`config.mk`:
```
export PLATFORM = sky130hd
export DESIGN_NAME = timing_hit_count_table_core
export DESIGN_NICKNAME = d
export VERILOG_FILES = /design/src/rtl/thct_pkg.sv /design/src/rtl/timing_hit_count_table_core.sv
export SDC_FILE = /design/constraint.sdc
export NUM_CORES = 2
export LEC_CHECK = 0
export BUFFER_PORTS_ARGS = -buffer_cell sky130_fd_sc_hd__buf_2
export CELL_PAD_IN_SITES_DETAIL_PLACEMENT = 1
export CELL_PAD_IN_SITES_GLOBAL_PLACEMENT = 1
export CORE_ASPECT_RATIO = 0.8
export CORE_MARGIN = 1
export CORE_UTILIZATION = 43
export DETAILED_ROUTE_END_ITERATION = 16
export GPL_TIMING_DRIVEN = 0
export PLACE_DENSITY = 0.65
export SYNTH_ARGS = -nofsm -noshare
export SYNTH_HDL_FRONTEND = slang
export SYNTH_SLANG_ARGS = --single-unit
```
`constraint.sdc`:
```
create_clock -name aclk -period 6 [get_ports aclk]
set_input_delay 1.2 -clock aclk [delete_from_list [all_inputs] [get_ports aclk]]
set_output_delay 1.2 -clock aclk [all_outputs]
set_load 0.02 [all_outputs]
```
`src/rtl/thct_pkg.sv`:
```
// Shared types, sizes and the microcode table for the timing hit-count table.
// Depends on nothing; used by timing_hit_count_table_core.
package thct_pkg;

    localparam int TABLE_ENTRIES = 32;
    localparam int IDX_W = (TABLE_ENTRIES > 1) ? $clog2(TABLE_ENTRIES) : 1;
    localparam int CNT_W = $clog2(TABLE_ENTRIES + 1);

    typedef struct packed {
        logic [15:0] offset;
        logic [7:0]  width;
        logic [31:0] count;
    } entry_t;

    typedef enum logic [3:0] {
        ST_IDLE,
        ST_ADD_INIT,
        ST_ADD_RD,
        ST_ADD_CMP,
        ST_ADD_HIT,
        ST_ADD_MISS,
        ST_SORT_INIT,
        ST_SORT_EMPTY,
        ST_I_RD,
        ST_I_LOAD,
        ST_J_RD,
        ST_J_SKIP,
        ST_J_CMP,
        ST_I_END,
        ST_DUMP_RD,
        ST_DUMP_OUT
    } step_t;

    typedef enum logic [3:0] {
        C_NONE,
        C_ACC_ADD,
        C_ACC_SORT,
        C_FILL_ZERO,
        C_MATCH,
        C_JLAST,
        C_J_EQ_I,
        C_ILAST
    } cond_t;

    typedef enum logic {RS_J, RS_I} rsel_t;
    typedef enum logic [1:0] {WE_NONE, WE_ALWAYS, WE_GT, WE_NOTFULL} we_t;
    typedef enum logic [1:0] {WA_J, WA_I, WA_FILL} wa_t;
    typedef enum logic [1:0] {WD_HIT, WD_NEW, WD_ENT} wd_t;
    typedef enum logic [1:0] {J_HOLD, J_ZERO, J_INC, J_INC_NOA} jop_t;
    typedef enum logic [1:0] {I_HOLD, I_ZERO, I_INC} iop_t;
    typedef enum logic [1:0] {E_HOLD, E_LOAD, E_LOAD_GT} eop_t;
    typedef enum logic [1:0] {O_HIT, O_NEW, O_EMPTY, O_DUMP} osel_t;

    typedef struct packed {
        logic  take;
        cond_t cond_a;
        step_t tgt_a;
        cond_t cond_b;
        step_t tgt_b;
        step_t tgt_else;
        logic  rd_en;
        rsel_t rd_sel;
        we_t   we;
        wa_t   wa_sel;
        wd_t   wd_sel;
        jop_t  j_op;
        iop_t  i_op;
        eop_t  ent_op;
        logic  fill_inc;
        logic  emit;
        osel_t out_sel;
    } ctrl_t;

    // Microprogram: one control word per step.
    function automatic ctrl_t ucode(step_t s);
        ctrl_t c;
        c = '0;
        unique case (s)
            ST_IDLE: begin
                c.take     = 1'b1;
                c.cond_a   = C_ACC_ADD;
                c.tgt_a    = ST_ADD_INIT;
                c.cond_b   = C_ACC_SORT;
                c.tgt_b    = ST_SORT_INIT;
                c.tgt_else = ST_IDLE;
            end
            ST_ADD_INIT: begin
                c.j_op     = J_ZERO;
                c.cond_a   = C_FILL_ZERO;
                c.tgt_a    = ST_ADD_MISS;
                c.tgt_else = ST_ADD_RD;
            end
            ST_ADD_RD: begin
                c.rd_en    = 1'b1;
                c.rd_sel   = RS_J;
                c.tgt_else = ST_ADD_CMP;
            end
            ST_ADD_CMP: begin
                c.j_op     = J_INC_NOA;
                c.cond_a   = C_MATCH;
                c.tgt_a    = ST_ADD_HIT;
                c.cond_b   = C_JLAST;
                c.tgt_b    = ST_ADD_MISS;
                c.tgt_else = ST_ADD_RD;
            end
            ST_ADD_HIT: begin
                c.emit     = 1'b1;
                c.out_sel  = O_HIT;
                c.we       = WE_ALWAYS;
                c.wa_sel   = WA_J;
                c.wd_sel   = WD_HIT;
                c.tgt_else = ST_IDLE;
            end
            ST_ADD_MISS: begin
                c.emit     = 1'b1;
                c.out_sel  = O_NEW;
                c.we       = WE_NOTFULL;
                c.wa_sel   = WA_FILL;
                c.wd_sel   = WD_NEW;
                c.fill_inc = 1'b1;
                c.tgt_else = ST_IDLE;
            end
            ST_SORT_INIT: begin
                c.i_op     = I_ZERO;
                c.j_op     = J_ZERO;
                c.cond_a   = C_FILL_ZERO;
                c.tgt_a    = ST_SORT_EMPTY;
                c.tgt_else = ST_I_RD;
            end
            ST_SORT_EMPTY: begin
                c.emit     = 1'b1;
                c.out_sel  = O_EMPTY;
                c.tgt_else = ST_IDLE;
            end
            ST_I_RD: begin
                c.rd_en    = 1'b1;
                c.rd_sel   = RS_I;
                c.j_op     = J_ZERO;
                c.tgt_else = ST_I_LOAD;
            end
            ST_I_LOAD: begin
                c.ent_op   = E_LOAD;
                c.tgt_else = ST_J_RD;
            end
            ST_J_RD: begin
                c.rd_en    = 1'b1;
                c.rd_sel   = RS_J;
                c.cond_a   = C_J_EQ_I;
                c.tgt_a    = ST_J_SKIP;
                c.tgt_else = ST_J_CMP;
            end
            ST_J_SKIP: begin
                c.j_op     = J_INC;
                c.cond_a   = C_JLAST;
                c.tgt_a    = ST_I_END;
                c.tgt_else = ST_J_RD;
            end
            ST_J_CMP: begin
                c.we       = WE_GT;
                c.wa_sel   = WA_J;
                c.wd_sel   = WD_ENT;
                c.ent_op   = E_LOAD_GT;
                c.j_op     = J_INC;
                c.cond_a   = C_JLAST;
                c.tgt_a    = ST_I_END;
                c.tgt_else = ST_J_RD;
            end
            ST_I_END: begin
                c.we       = WE_ALWAYS;
                c.wa_sel   = WA_I;
                c.wd_sel   = WD_ENT;
                c.i_op     = I_INC;
                c.j_op     = J_ZERO;
                c.cond_a   = C_ILAST;
                c.tgt_a    = ST_DUMP_RD;
                c.tgt_else = ST_I_RD;
            end
            ST_DUMP_RD: begin
                c.rd_en    = 1'b1;
                c.rd_sel   = RS_J;
                c.tgt_else = ST_DUMP_OUT;
            end
            ST_DUMP_OUT: begin
                c.emit     = 1'b1;
                c.out_sel  = O_DUMP;
                c.j_op     = J_INC;
                c.cond_a   = C_JLAST;
                c.tgt_a    = ST_IDLE;
                c.tgt_else = ST_DUMP_RD;
            end
            default: begin
                c.tgt_else = ST_IDLE;
            end
        endcase
        return c;
    endfunction

    // Table position as carried on the 5-bit index field.
    function automatic logic [4:0] idx5(logic [IDX_W-1:0] v);
        logic [IDX_W+4:0] w;
        w = {5'd0, v};
        return w[4:0];
    endfunction

    // Fill level as carried on the 6-bit fill field.
    function automatic logic [5:0] fill6(logic [CNT_W-1:0] v);
        logic [CNT_W+5:0] w;
        w = {6'd0, v};
        return w[5:0];
    endfunction

endpackage

```
`src/rtl/timing_hit_count_table_core.sv`:
```
// Timing hit-count table: microcoded sequencer, entry memory and result register.
// Depends on thct_pkg (types, sizes, microcode table).
//
// Use: s_ carries one request (kind, timing_offset, pulse_width) per valid/ready
// handshake; m_ returns result items through a single output register.
// An add request (kind 0) searches the n filled entries in order, each read
// through the one-read-port entry memory and then compared, and returns one
// result: a hit (count incremented, saturating), an append with count 1, or
// table full. A sort request (kind 1) runs the i/j compare-and-swap pass over
// the filled entries, then dumps the n entries in order, last marking the
// final one. An empty table gives a single result with last set.
// One request is worked at a time; s_ready is high only while the sequencer
// sits at its idle step, which it reaches once the final result is registered.
// A stalled receiver holds the sequencer at its emit step; nothing is dropped.
// Reset (aresetn low, synchronous) empties the table and drops any pending
// result. The entry memory is not cleared; entries past the fill level are
// never read.
module timing_hit_count_table_core (
    input  logic        aclk,
    input  logic        aresetn,
    input  logic        s_valid,
    output logic        s_ready,
    input  logic        s_kind,
    input  logic [15:0] s_timing_offset,
    input  logic [7:0]  s_pulse_width,
    output logic        m_valid,
    input  logic        m_ready,
    output logic        m_status,
    output logic        m_matched,
    output logic [4:0]  m_entry_index,
    output logic        m_entry_valid,
    output logic [15:0] m_entry_offset,
    output logic [7:0]  m_entry_width,
    output logic [31:0] m_entry_count,
    output logic [5:0]  m_fill_count,
    output logic        m_last
);

    localparam int IDX_W = thct_pkg::IDX_W;
    localparam int CNT_W = thct_pkg::CNT_W;

    typedef struct packed {
        logic acc_add;
        logic acc_sort;
        logic fill_zero;
        logic match;
        logic jlast;
        logic j_eq_i;
        logic ilast;
    } cflags_t;

    function automatic logic cond_eval(thct_pkg::cond_t c, cflags_t f);
        logic r;
        unique case (c)
            thct_pkg::C_NONE:      r = 1'b0;
            thct_pkg::C_ACC_ADD:   r = f.acc_add;
            thct_pkg::C_ACC_SORT:  r = f.acc_sort;
            thct_pkg::C_FILL_ZERO: r = f.fill_zero;
            thct_pkg::C_MATCH:     r = f.match;
            thct_pkg::C_JLAST:     r = f.jlast;
            thct_pkg::C_J_EQ_I:    r = f.j_eq_i;
            thct_pkg::C_ILAST:     r = f.ilast;
            default:               r = 1'b0;
        endcase
        return r;
    endfunction

    thct_pkg::step_t  upc_reg, upc_next;
    thct_pkg::ctrl_t  cw;
    cflags_t          flags;

    logic [IDX_W-1:0] i_reg, i_next;
    logic [IDX_W-1:0] j_reg, j_next;
    logic [CNT_W-1:0] fill_reg, fill_next;
    logic [15:0]      key_off_reg;
    logic [7:0]       key_wid_reg;
    thct_pkg::entry_t ent_reg, ent_next;

    thct_pkg::entry_t mem [thct_pkg::TABLE_ENTRIES];
    thct_pkg::entry_t rd_reg;
    logic [IDX_W-1:0] rd_addr;
    logic [IDX_W-1:0] wr_addr;
    thct_pkg::entry_t wr_data;
    logic             wr_en;

    logic             adv;
    logic             full;
    logic             gt;
    logic             jump_a;
    logic [31:0]      hit_count;

    logic             m_valid_reg;
    logic             m_status_reg, m_matched_reg, m_entry_valid_reg, m_last_reg;
    logic [4:0]       m_entry_index_reg;
    logic [15:0]      m_entry_offset_reg;
    logic [7:0]       m_entry_width_reg;
    logic [31:0]      m_entry_count_reg;
    logic [5:0]       m_fill_count_reg;

    assign cw      = thct_pkg::ucode(upc_reg);
    assign s_ready = cw.take;
    // an emit step holds until the output register is free
    assign adv     = !(cw.emit && m_valid_reg && !m_ready);

    assign full      = (fill_reg == CNT_W'(thct_pkg::TABLE_ENTRIES));
    assign gt        = (ent_reg.count > rd_reg.count);
    assign hit_count = (rd_reg.count == 32'hFFFF_FFFF) ? rd_reg.count
                                                       : rd_reg.count + 32'd1;

    always_comb begin
        flags.acc_add   = s_valid && !s_kind;
        flags.acc_sort  = s_valid && s_kind;
        flags.fill_zero = (fill_reg == '0);
        flags.match     = (rd_reg.offset == key_off_reg) && (rd_reg.width == key_wid_reg);
        flags.jlast     = ((CNT_W'(j_reg) + CNT_W'(1)) == fill_reg);
        flags.j_eq_i    = (j_reg == i_reg);
        flags.ilast     = ((CNT_W'(i_reg) + CNT_W'(1)) == fill_reg);
    end

    assign jump_a = cond_eval(cw.cond_a, flags);

    always_comb begin
        if (!adv) begin
            upc_next = upc_reg;
        end else if (jump_a) begin
            upc_next = cw.tgt_a;
        end else if (cond_eval(cw.cond_b, flags)) begin
            upc_next = cw.tgt_b;
        end else begin
            upc_next = cw.tgt_else;
        end
    end

    // Datapath controls
    always_comb begin
        i_next    = i_reg;
        j_next    = j_reg;
        fill_next = fill_reg;
        ent_next  = ent_reg;
        if (adv) begin
            case (cw.i_op)
                thct_pkg::I_ZERO: i_next = '0;
                thct_pkg::I_INC:  i_next = i_reg + IDX_W'(1);
                default:          i_next = i_reg;
            endcase
            case (cw.j_op)
                thct_pkg::J_ZERO:    j_next = '0;
                thct_pkg::J_INC:     j_next = j_reg + IDX_W'(1);
                thct_pkg::J_INC_NOA: j_next = jump_a ? j_reg : j_reg + IDX_W'(1);
                default:             j_next = j_reg;
            endcase
            case (cw.ent_op)
                thct_pkg::E_LOAD:    ent_next = rd_reg;
                thct_pkg::E_LOAD_GT: ent_next = gt ? rd_reg : ent_reg;
                default:             ent_next = ent_reg;
            endcase
            if (cw.fill_inc && !full) begin
                fill_next = fill_reg + CNT_W'(1);
            end
        end
    end

    always_comb begin
        rd_addr = (cw.rd_sel == thct_pkg::RS_I) ? i_reg : j_reg;
        case (cw.wa_sel)
            thct_pkg::WA_I:    wr_addr = i_reg;
            thct_pkg::WA_FILL: wr_addr = fill_reg[IDX_W-1:0];
            default:           wr_addr = j_reg;
        endcase
        case (cw.wd_sel)
            thct_pkg::WD_HIT: wr_data = '{offset: rd_reg.offset, width: rd_reg.width,
                                          count: hit_count};
            thct_pkg::WD_NEW: wr_data = '{offset: key_off_reg, width: key_wid_reg,
                                          count: 32'd1};
            default:          wr_data = ent_reg;
        endcase
        case (cw.we)
            thct_pkg::WE_ALWAYS:  wr_en = adv;
            thct_pkg::WE_GT:      wr_en = adv && gt;
            thct_pkg::WE_NOTFULL: wr_en = adv && !full;
            default:              wr_en = 1'b0;
        endcase
    end

    // Entry memory: one write, one registered read per cycle
    always_ff @(posedge aclk) begin
        if (wr_en) begin
            mem[wr_addr] <= wr_data;
        end
        if (cw.rd_en && adv) begin
            rd_reg <= mem[rd_addr];
        end
    end

    always_ff @(posedge aclk) begin
        if (!aresetn) begin
            upc_reg     <= thct_pkg::ST_IDLE;
            fill_reg    <= '0;
            i_reg       <= '0;
            j_reg       <= '0;
            m_valid_reg <= 1'b0;
        end else begin
            upc_reg  <= upc_next;
            fill_reg <= fill_next;
            i_reg    <= i_next;
            j_reg    <= j_next;
            if (cw.emit && adv) begin
                m_valid_reg <= 1'b1;
            end else if (m_ready) begin
                m_valid_reg <= 1'b0;
            end
        end
    end

    always_ff @(posedge aclk) begin
        ent_reg <= ent_next;
        if (s_valid && s_ready) begin
            key_off_reg <= s_timing_offset;
            key_wid_reg <= s_pulse_width;
        end
        if (cw.emit && adv) begin
            m_status_reg       <= 1'b0;
            m_matched_reg      <= 1'b0;
            m_entry_valid_reg  <= 1'b1;
            m_last_reg         <= 1'b1;
            m_entry_index_reg  <= thct_pkg::idx5(j_reg);
            m_entry_offset_reg <= rd_reg.offset;
            m_entry_width_reg  <= rd_reg.width;
            m_entry_count_reg  <= rd_reg.count;
            m_fill_count_reg   <= thct_pkg::fill6(fill_reg);
            case (cw.out_sel)
                thct_pkg::O_HIT: begin
                    m_matched_reg     <= 1'b1;
                    m_entry_count_reg <= hit_count;
                end
                thct_pkg::O_NEW: begin
                    if (full) begin
                        m_status_reg       <= 1'b1;
                        m_entry_valid_reg  <= 1'b0;
                        m_entry_index_reg  <= '0;
                        m_entry_offset_reg <= '0;
                        m_entry_width_reg  <= '0;
                        m_entry_count_reg  <= '0;
                    end else begin
                        m_entry_index_reg  <= thct_pkg::idx5(fill_reg[IDX_W-1:0]);
                        m_entry_offset_reg <= key_off_reg;
                        m_entry_width_reg  <= key_wid_reg;
                        m_entry_count_reg  <= 32'd1;
                        m_fill_count_reg   <= thct_pkg::fill6(fill_reg + CNT_W'(1));
                    end
                end
                thct_pkg::O_EMPTY: begin
                    m_entry_valid_reg  <= 1'b0;
                    m_entry_index_reg  <= '0;
                    m_entry_offset_reg <= '0;
                    m_entry_width_reg  <= '0;
                    m_entry_count_reg  <= '0;
                end
                default: begin
                    m_last_reg <= flags.jlast;
                end
            endcase
        end
    end

    assign m_valid       = m_valid_reg;
    assign m_status      = m_status_reg;
    assign m_matched     = m_matched_reg;
    assign m_entry_index = m_entry_index_reg;
    assign m_entry_valid = m_entry_valid_reg;
    assign m_entry_offset = m_entry_offset_reg;
    assign m_entry_width = m_entry_width_reg;
    assign m_entry_count = m_entry_count_reg;
    assign m_fill_count  = m_fill_count_reg;
    assign m_last        = m_last_reg;

`ifndef SYNTH
    a_fill_bound: assert property (@(posedge aclk) disable iff (!aresetn)
        fill_reg <= CNT_W'(thct_pkg::TABLE_ENTRIES))
        else $error("fill level above table size");

    a_hit_keeps_fill: assert property (@(posedge aclk) disable iff (!aresetn)
        (upc_reg == thct_pkg::ST_ADD_HIT) |=> $stable(fill_reg))
        else $error("fill level changed on a hit");

    a_append_grows: assert property (@(posedge aclk) disable iff (!aresetn)
        (upc_reg == thct_pkg::ST_ADD_MISS && adv && !full)
        |=> fill_reg == $past(fill_reg) + CNT_W'(1))
        else $error("append did not grow the table");

    a_scan_in_range: assert property (@(posedge aclk) disable iff (!aresetn)
        (upc_reg == thct_pkg::ST_ADD_CMP || upc_reg == thct_pkg::ST_J_CMP ||
         upc_reg == thct_pkg::ST_DUMP_OUT)
        |-> CNT_W'(j_reg) < fill_reg)
        else $error("scan pointer past fill level");

    a_row_in_range: assert property (@(posedge aclk) disable iff (!aresetn)
        (upc_reg == thct_pkg::ST_I_LOAD || upc_reg == thct_pkg::ST_I_END)
        |-> CNT_W'(i_reg) < fill_reg)
        else $error("sort row past fill level");
`endif

endmodule

```
---- Word level (Yosys, flattened, before mapping) ----
Memories as Yosys holds them, arrays and structs flattened. A register that Yosys moved wholly into a read port is not among the register bits.
Index checks and enable logic that the tools add are counted.
storage, ports and cells
  memories kept ........................... 1
  register bits ........................... 172
  logic and storage cells ................. 162
  output and inout bits ................... 73
  RAM bits ................................ 1792
  input bits .............................. 29
cells by class
  bitwise operators ....................... 1
  equality and inequality tests ........... 53
  order comparisons ....................... 1
  add/sub/neg operators ................... 6
  reduce and logical (&&, ||, !) cells .... 36
  multiplexer cells ....................... 45
memories
  memory  words  bits a word  read ports  clocked after memory_dff  write ports  line                               source
  mem     32     56           1           1                         1            timing_hit_count_table_core.sv:79  thct_pkg::entry_t mem [thct_pkg::TABLE_ENTRIES];
operators with widths
  cell                   count
  $pmux 56 s2            2
  $pmux 32 s3            1
  $mux 56                1
  $pmux 7 s8             1
  $eq 4x3->1 const B     12
  $pmux 4 s9             1
  $add 32x1->32 const B  1
  $eq 32x32->1 const B   1
  $eq 4x4->1 const B     8
  $gt 32x32->1           1
  $mux 32                1
  $pmux 16 s2            1
  $pmux 5 s2             3
  $eq 4x2->1 const B     6
  $pmux 6 s4             1
  $eq 16x16->1           1
  $eq 2x2->1 const B     8
  $mux 16                1
  $pmux 8 s2             1
  $mux 5                 3
  $pmux 5 s3             1
  $eq 2x1->1 const B     7
  $pmux 1 s7             2
  $pmux 7 s2             1
  other kinds (31)       76

---- Logic depth before layout (Yosys ltp) ----
  depth in word-level cells ............... 9
  depth in mapped cells ................... 14
  mapped depth without buffers ............ 10

---- Worst setup path before layout ----
Ideal clock, no wire load.
  path kind ............................... reg-to-reg
  start ................................... register upc_reg[0]
  end ..................................... memory mem[17][0] (netlist name) (enable)
  arrival time ............................ 5.691 ns
  library setup time ...................... 0.488 ns
  clock period less this slack ............ 6.180 ns
  data required time ...................... 5.512 ns
  slack ................................... -0.180 ns
  path buffers ............................ 5
  cell stages (with the launch flop) ...... 14
  cell sequence ........................... dfxtp_1 -> buf_2 -> nor2b_1 -> and2_1 -> clkbuf_1 -> clkbuf_1 -> clkbuf_1 -> ha_1 -> clkbuf_1 -> o21ai_0 -> and2_0 -> nor2b_1 -> nand3_1 -> a21oi_1
on the way
  longest elaborated chain between the ends .. 9
  elaborated cells on any way between the ends .. 22
  those cells by class .................... eq/ne (11); mux (6); reduce/logical (5)
ends and longest elaborated chain
  element                                          line                                                                    source
  start: declaration                               timing_hit_count_table_core.sv:68                                       thct_pkg::step_t upc_reg, upc_next;
  start signal: assignment                         timing_hit_count_table_core.sv:197                                      upc_reg <= thct_pkg::ST_IDLE;
  start signal: assignment                         timing_hit_count_table_core.sv:203                                      upc_reg <= upc_next;
  $eq 4x4->1 / $eq 4x3->1 (equally long branches)  thct_pkg.sv:78                                                          unique case (s)
  $pmux 3 s4                                       thct_pkg.sv:78
  $logic_and 1x1->1 (2 in a row)                   timing_hit_count_table_core.sv:103                                      assign adv = !(cw.emit && m_valid_reg && !m_ready);
  $logic_not 1->1                                  timing_hit_count_table_core.sv:103
  $logic_and 1x1->1, on equally long branches      timing_hit_count_table_core.sv:180, timing_hit_count_table_core.sv:179
  $pmux 1 s3                                       timing_hit_count_table_core.sv:177                                      case (cw.we)
  $mux 1                                           timing_hit_count_table_core.sv:187                                      if (wr_en) begin
  $mux 1 (implied by the code)                     timing_hit_count_table_core.sv:188                                      mem[wr_addr] <= wr_data;
  end: declaration                                 timing_hit_count_table_core.sv:79
Several ways; a longest one is shown, not always the timed one.

---- Worst setup path in the final report ----
  start ................................... register rd_reg[28] (netlist name)
  end ..................................... memory mem[25][34] (netlist name) (enable)
on the way
  longest elaborated chain between the ends .. 5
ends and longest elaborated chain
  element                       line                                source
  $gt 32x32->1                  timing_hit_count_table_core.sv:106  assign gt = (ent_reg.count > rd_reg.count);
  $logic_and 1x1->1             timing_hit_count_table_core.sv:179  thct_pkg::WE_GT: wr_en = adv && gt;
  $pmux 1 s3                    timing_hit_count_table_core.sv:177
  $mux 1                        timing_hit_count_table_core.sv:187
  $mux 1 (implied by the code)  timing_hit_count_table_core.sv:188
Every way passes these cells.

==> flow_summary.yaml <==
outcome:
  status: "complete, no violations"
clock_network:
  ctsHoldBuffers: 0
  cts_buffer_depth: 3
  cts_made_buffers: 195
  cts_tree: "yes"
  cts_root_buf: "clkbuf_16"
  htreeDepth: 4
  clkSinkCount: 2020
  clkTransAtPathRegs_ns: 0.06
  clock_latency_ns: 0.85
yosys:
  synthTopCellsByArea: "edfxtp_1 74%, mux4_2 12%, mux2_2 3.2%"
  synth_seq_cells: 2020
  ys_top_cells_by_count: "1999 x edfxtp_1, 448 x mux4_2, 229 x mux2_2"
  post-synth-top-count-cell: "edfxtp_1"
  yosys.area.top_type_share: 0.743
  syn_inst: 3975
  async_flop_share: 0
  synth_compound_area_frac: 0.0321
  synth.distinct_cells: 77
  muxShareOfSynthArea: 0.157
  yosysTopAreaCell: "edfxtp_1"
  synth_edf_count: 1999
  ys_seq_area_frac: 0.748
  syn_area_um2: 80800
  synth_ff_type: "edfxtp_1"
  synth.net_count: 4050
  syn_avg_cell_area_um2: 20.3
  synth-simple-area-share: 0.0294
  synth_fa_ha_area_frac: 0.00712
  synth_top_family_by_area: "multiplexers"
  synth_xor_xnor_area_share: 0.00769
  synth_warnings: 0
route:
  avgViaCountPerCell: 5.93
  wl_per_cell_um: 31.9
  routed_wl_um: 226000
  num_vias: 41900
  drtIter0Drc: 5332
  ant_nets: 0
  firstDrtPassIters: 6
  drc_errors: 0
global_route:
  grt_pass1_vias: 42700
  grt_usage: 0.238
  grt_start_max_net_pins: 33
  antenna_found_initial: 12
  grt_pass1_wl_um: 320000
  grt_remaining_overflow: 0
pwr:
  ir_drop_mv: 0.238
  totalPowerFinal_mw: 34.3
  power_density_nw_per_um2: 365
  p_leak_nw: 28.9
worst_setup_path:
  r2r_cells: 11
  worstPathRequired_ns: 6.58
  startpoint_type: "flip-flop"
  critPathCaptureType: "flip-flop"
  rrSetupSlack_ns: 0.11
  critPathKind: "reg -> reg"
  cp.arrival_ns: 6.47
  path_max_fanout: 18
finish:
  largest_reg_flops: 1792
  fill_cells: 16600
  fin_util: 0.506
  layout-drive-gt1-share: 0.303
  syn_to_final_growth_pct: 16.3
  nets: 4475
sta:
  setup_tns_ns: 0
  drv_slew: 0
  skew_ns: 0.0346
  fmax_mhz: 170
  worst_pin_slew_ns: 1.35
  slew_headroom: 0.101
  period_minus_slack_ns: 5.89
  finalSetupViolations: 0
  post-route-period-util: 0.982
  hold_violations: 0
  grt_setup_unrepaired: "false"
floorplanning:
  initial_core_util: 0.435
  die-area_um2: 190000
  io_pins: 102
  fp.coreArea_um2: 186000
  num_rows: 141
  dieHeight_um: 390
  die_w_um: 487
hold_path:
  holdPathStages: 0
  hold_path_class: "reg -> reg"
run:
  drv_cap: 0
placed_design:
  dp_hpwl_um: 157000
  place.gp.congestion: 0.872
  io_buffers: 101
==> layout make-up <==
cell class,count,area (um^2),share of cell area
Antenna cell,3,7.51,0.0000799
Multi-Input combinational cell,1685,19500,0.208
Inverter,50,188,0.00200
Timing Repair Buffer,229,3130,0.0333
Buffer,219,1300,0.0138
Tap cell,2502,3130,0.0333
Sequential cell,2020,60400,0.643
Clock inverter,126,1180,0.0126
Clock buffer,234,5060,0.0538
==> repair_timing <==
action / 4_1_cts / 5_1_grt
endpoints found under the setup margin: 1786 / 404
gates resized for setup: 3 / 2
buffers inserted: 0 / 0
==> cells by family (layout without fill, tap and decap cells) <==
kind of cell,after synthesis,in the layout
DFF,2020,2020
muxes,682,682
and+or+nand+nor,476,476
AOI/OAI and AO/OA,410,410
buffers and inverters,270,858
xor gates and xnor gates,71,71
adders and majority gates,46,46
other,0,3
==> stage by stage <==
step | hold WS (ns) | instances | worst slack [ns] | cell area (um^2)
floorplan | 0.421 | 3975 | -0.0424 | 80900
global placement | 0.511 | 6578 | -6.14 | 84500
detailed placement | 0.501 | 6705 | -1.02 | 87700
CTS | 0.461 | 7065 | 0.0294 | 93900
global route | 0.484 | 7067 | 0.0278 | 94000
finish | 0.517 | 7068 | 0.109 | 94000
==> worst paths after layout <==
check                                 from     endpoint
worst max-delay path            rd_reg[28]  mem[25][34]
worst min-delay path             rd_reg[4]   ent_reg[4]
worst max register to register  rd_reg[28]  mem[25][34]
worst min register to register   rd_reg[4]   ent_reg[4]
==> layout by cell type (no fill, tap or decap), types with 13 or more instances in the layout <==
cell type  netlist  final
buf_2           65    167
buf_8            0     23
clkbuf_1        94    124
or3_1           27     27
clkinv_1         2     55
dfxtp_1         21     21
a22o_1          26     26
a21oi_4          0     32
ha_1            46     46
nor2_1          99     97
edfxtp_1      1999   1999
clkinv_2         0     31
nand3_1         40     38
a21oi_1         94     62
o22ai_1        113    113
nand2_1        171    170
mux4_2         448    448
nor3_1          18     17
o31ai_4          0     13
buf_12           0     74
mux2_2         229    229
buf_16           0     28
o21ai_0         64     53
xnor2_1         63     63
nor2b_1         13     13
buf_6           50     51
clkbuf_16        0    196
inv_1           48     48
a22oi_1         31     31
nand4_1         37     37
bufinv_16        0     17
==> power by group <==
part / switching [mW] / total (mW) / internal, mW
Sequential: 0.356 / 17.8 / 17.4
Combinational: 3.20 / 4.32 / 1.13
Clock: 5.40 / 12.2 / 6.76
==> routing by layer <==
layer,wire [um],global-route usage,vias to the layer above
met2,103000,0.362,1766
met1,99800,0.356,22500
met4,5200,0.0598,0
met5,0,0,-
met3,17800,0.0426,271
li1,-,-,17300
==> critical path, stage by stage (launching register included) <==
cell and delay [ns]:
edfxtp_1 0.62, clkbuf_1 0.35, inv_1 0.11, ha_1 0.29
nand4_1 0.20, nor4_1 0.88, a21oi_1 0.29, a21oi_1 0.82
clkbuf_1 1.03, a21oi_4 0.43, buf_12 0.32, buf_16 0.19
No activity file was read; power rests on OpenSTA's default activity.
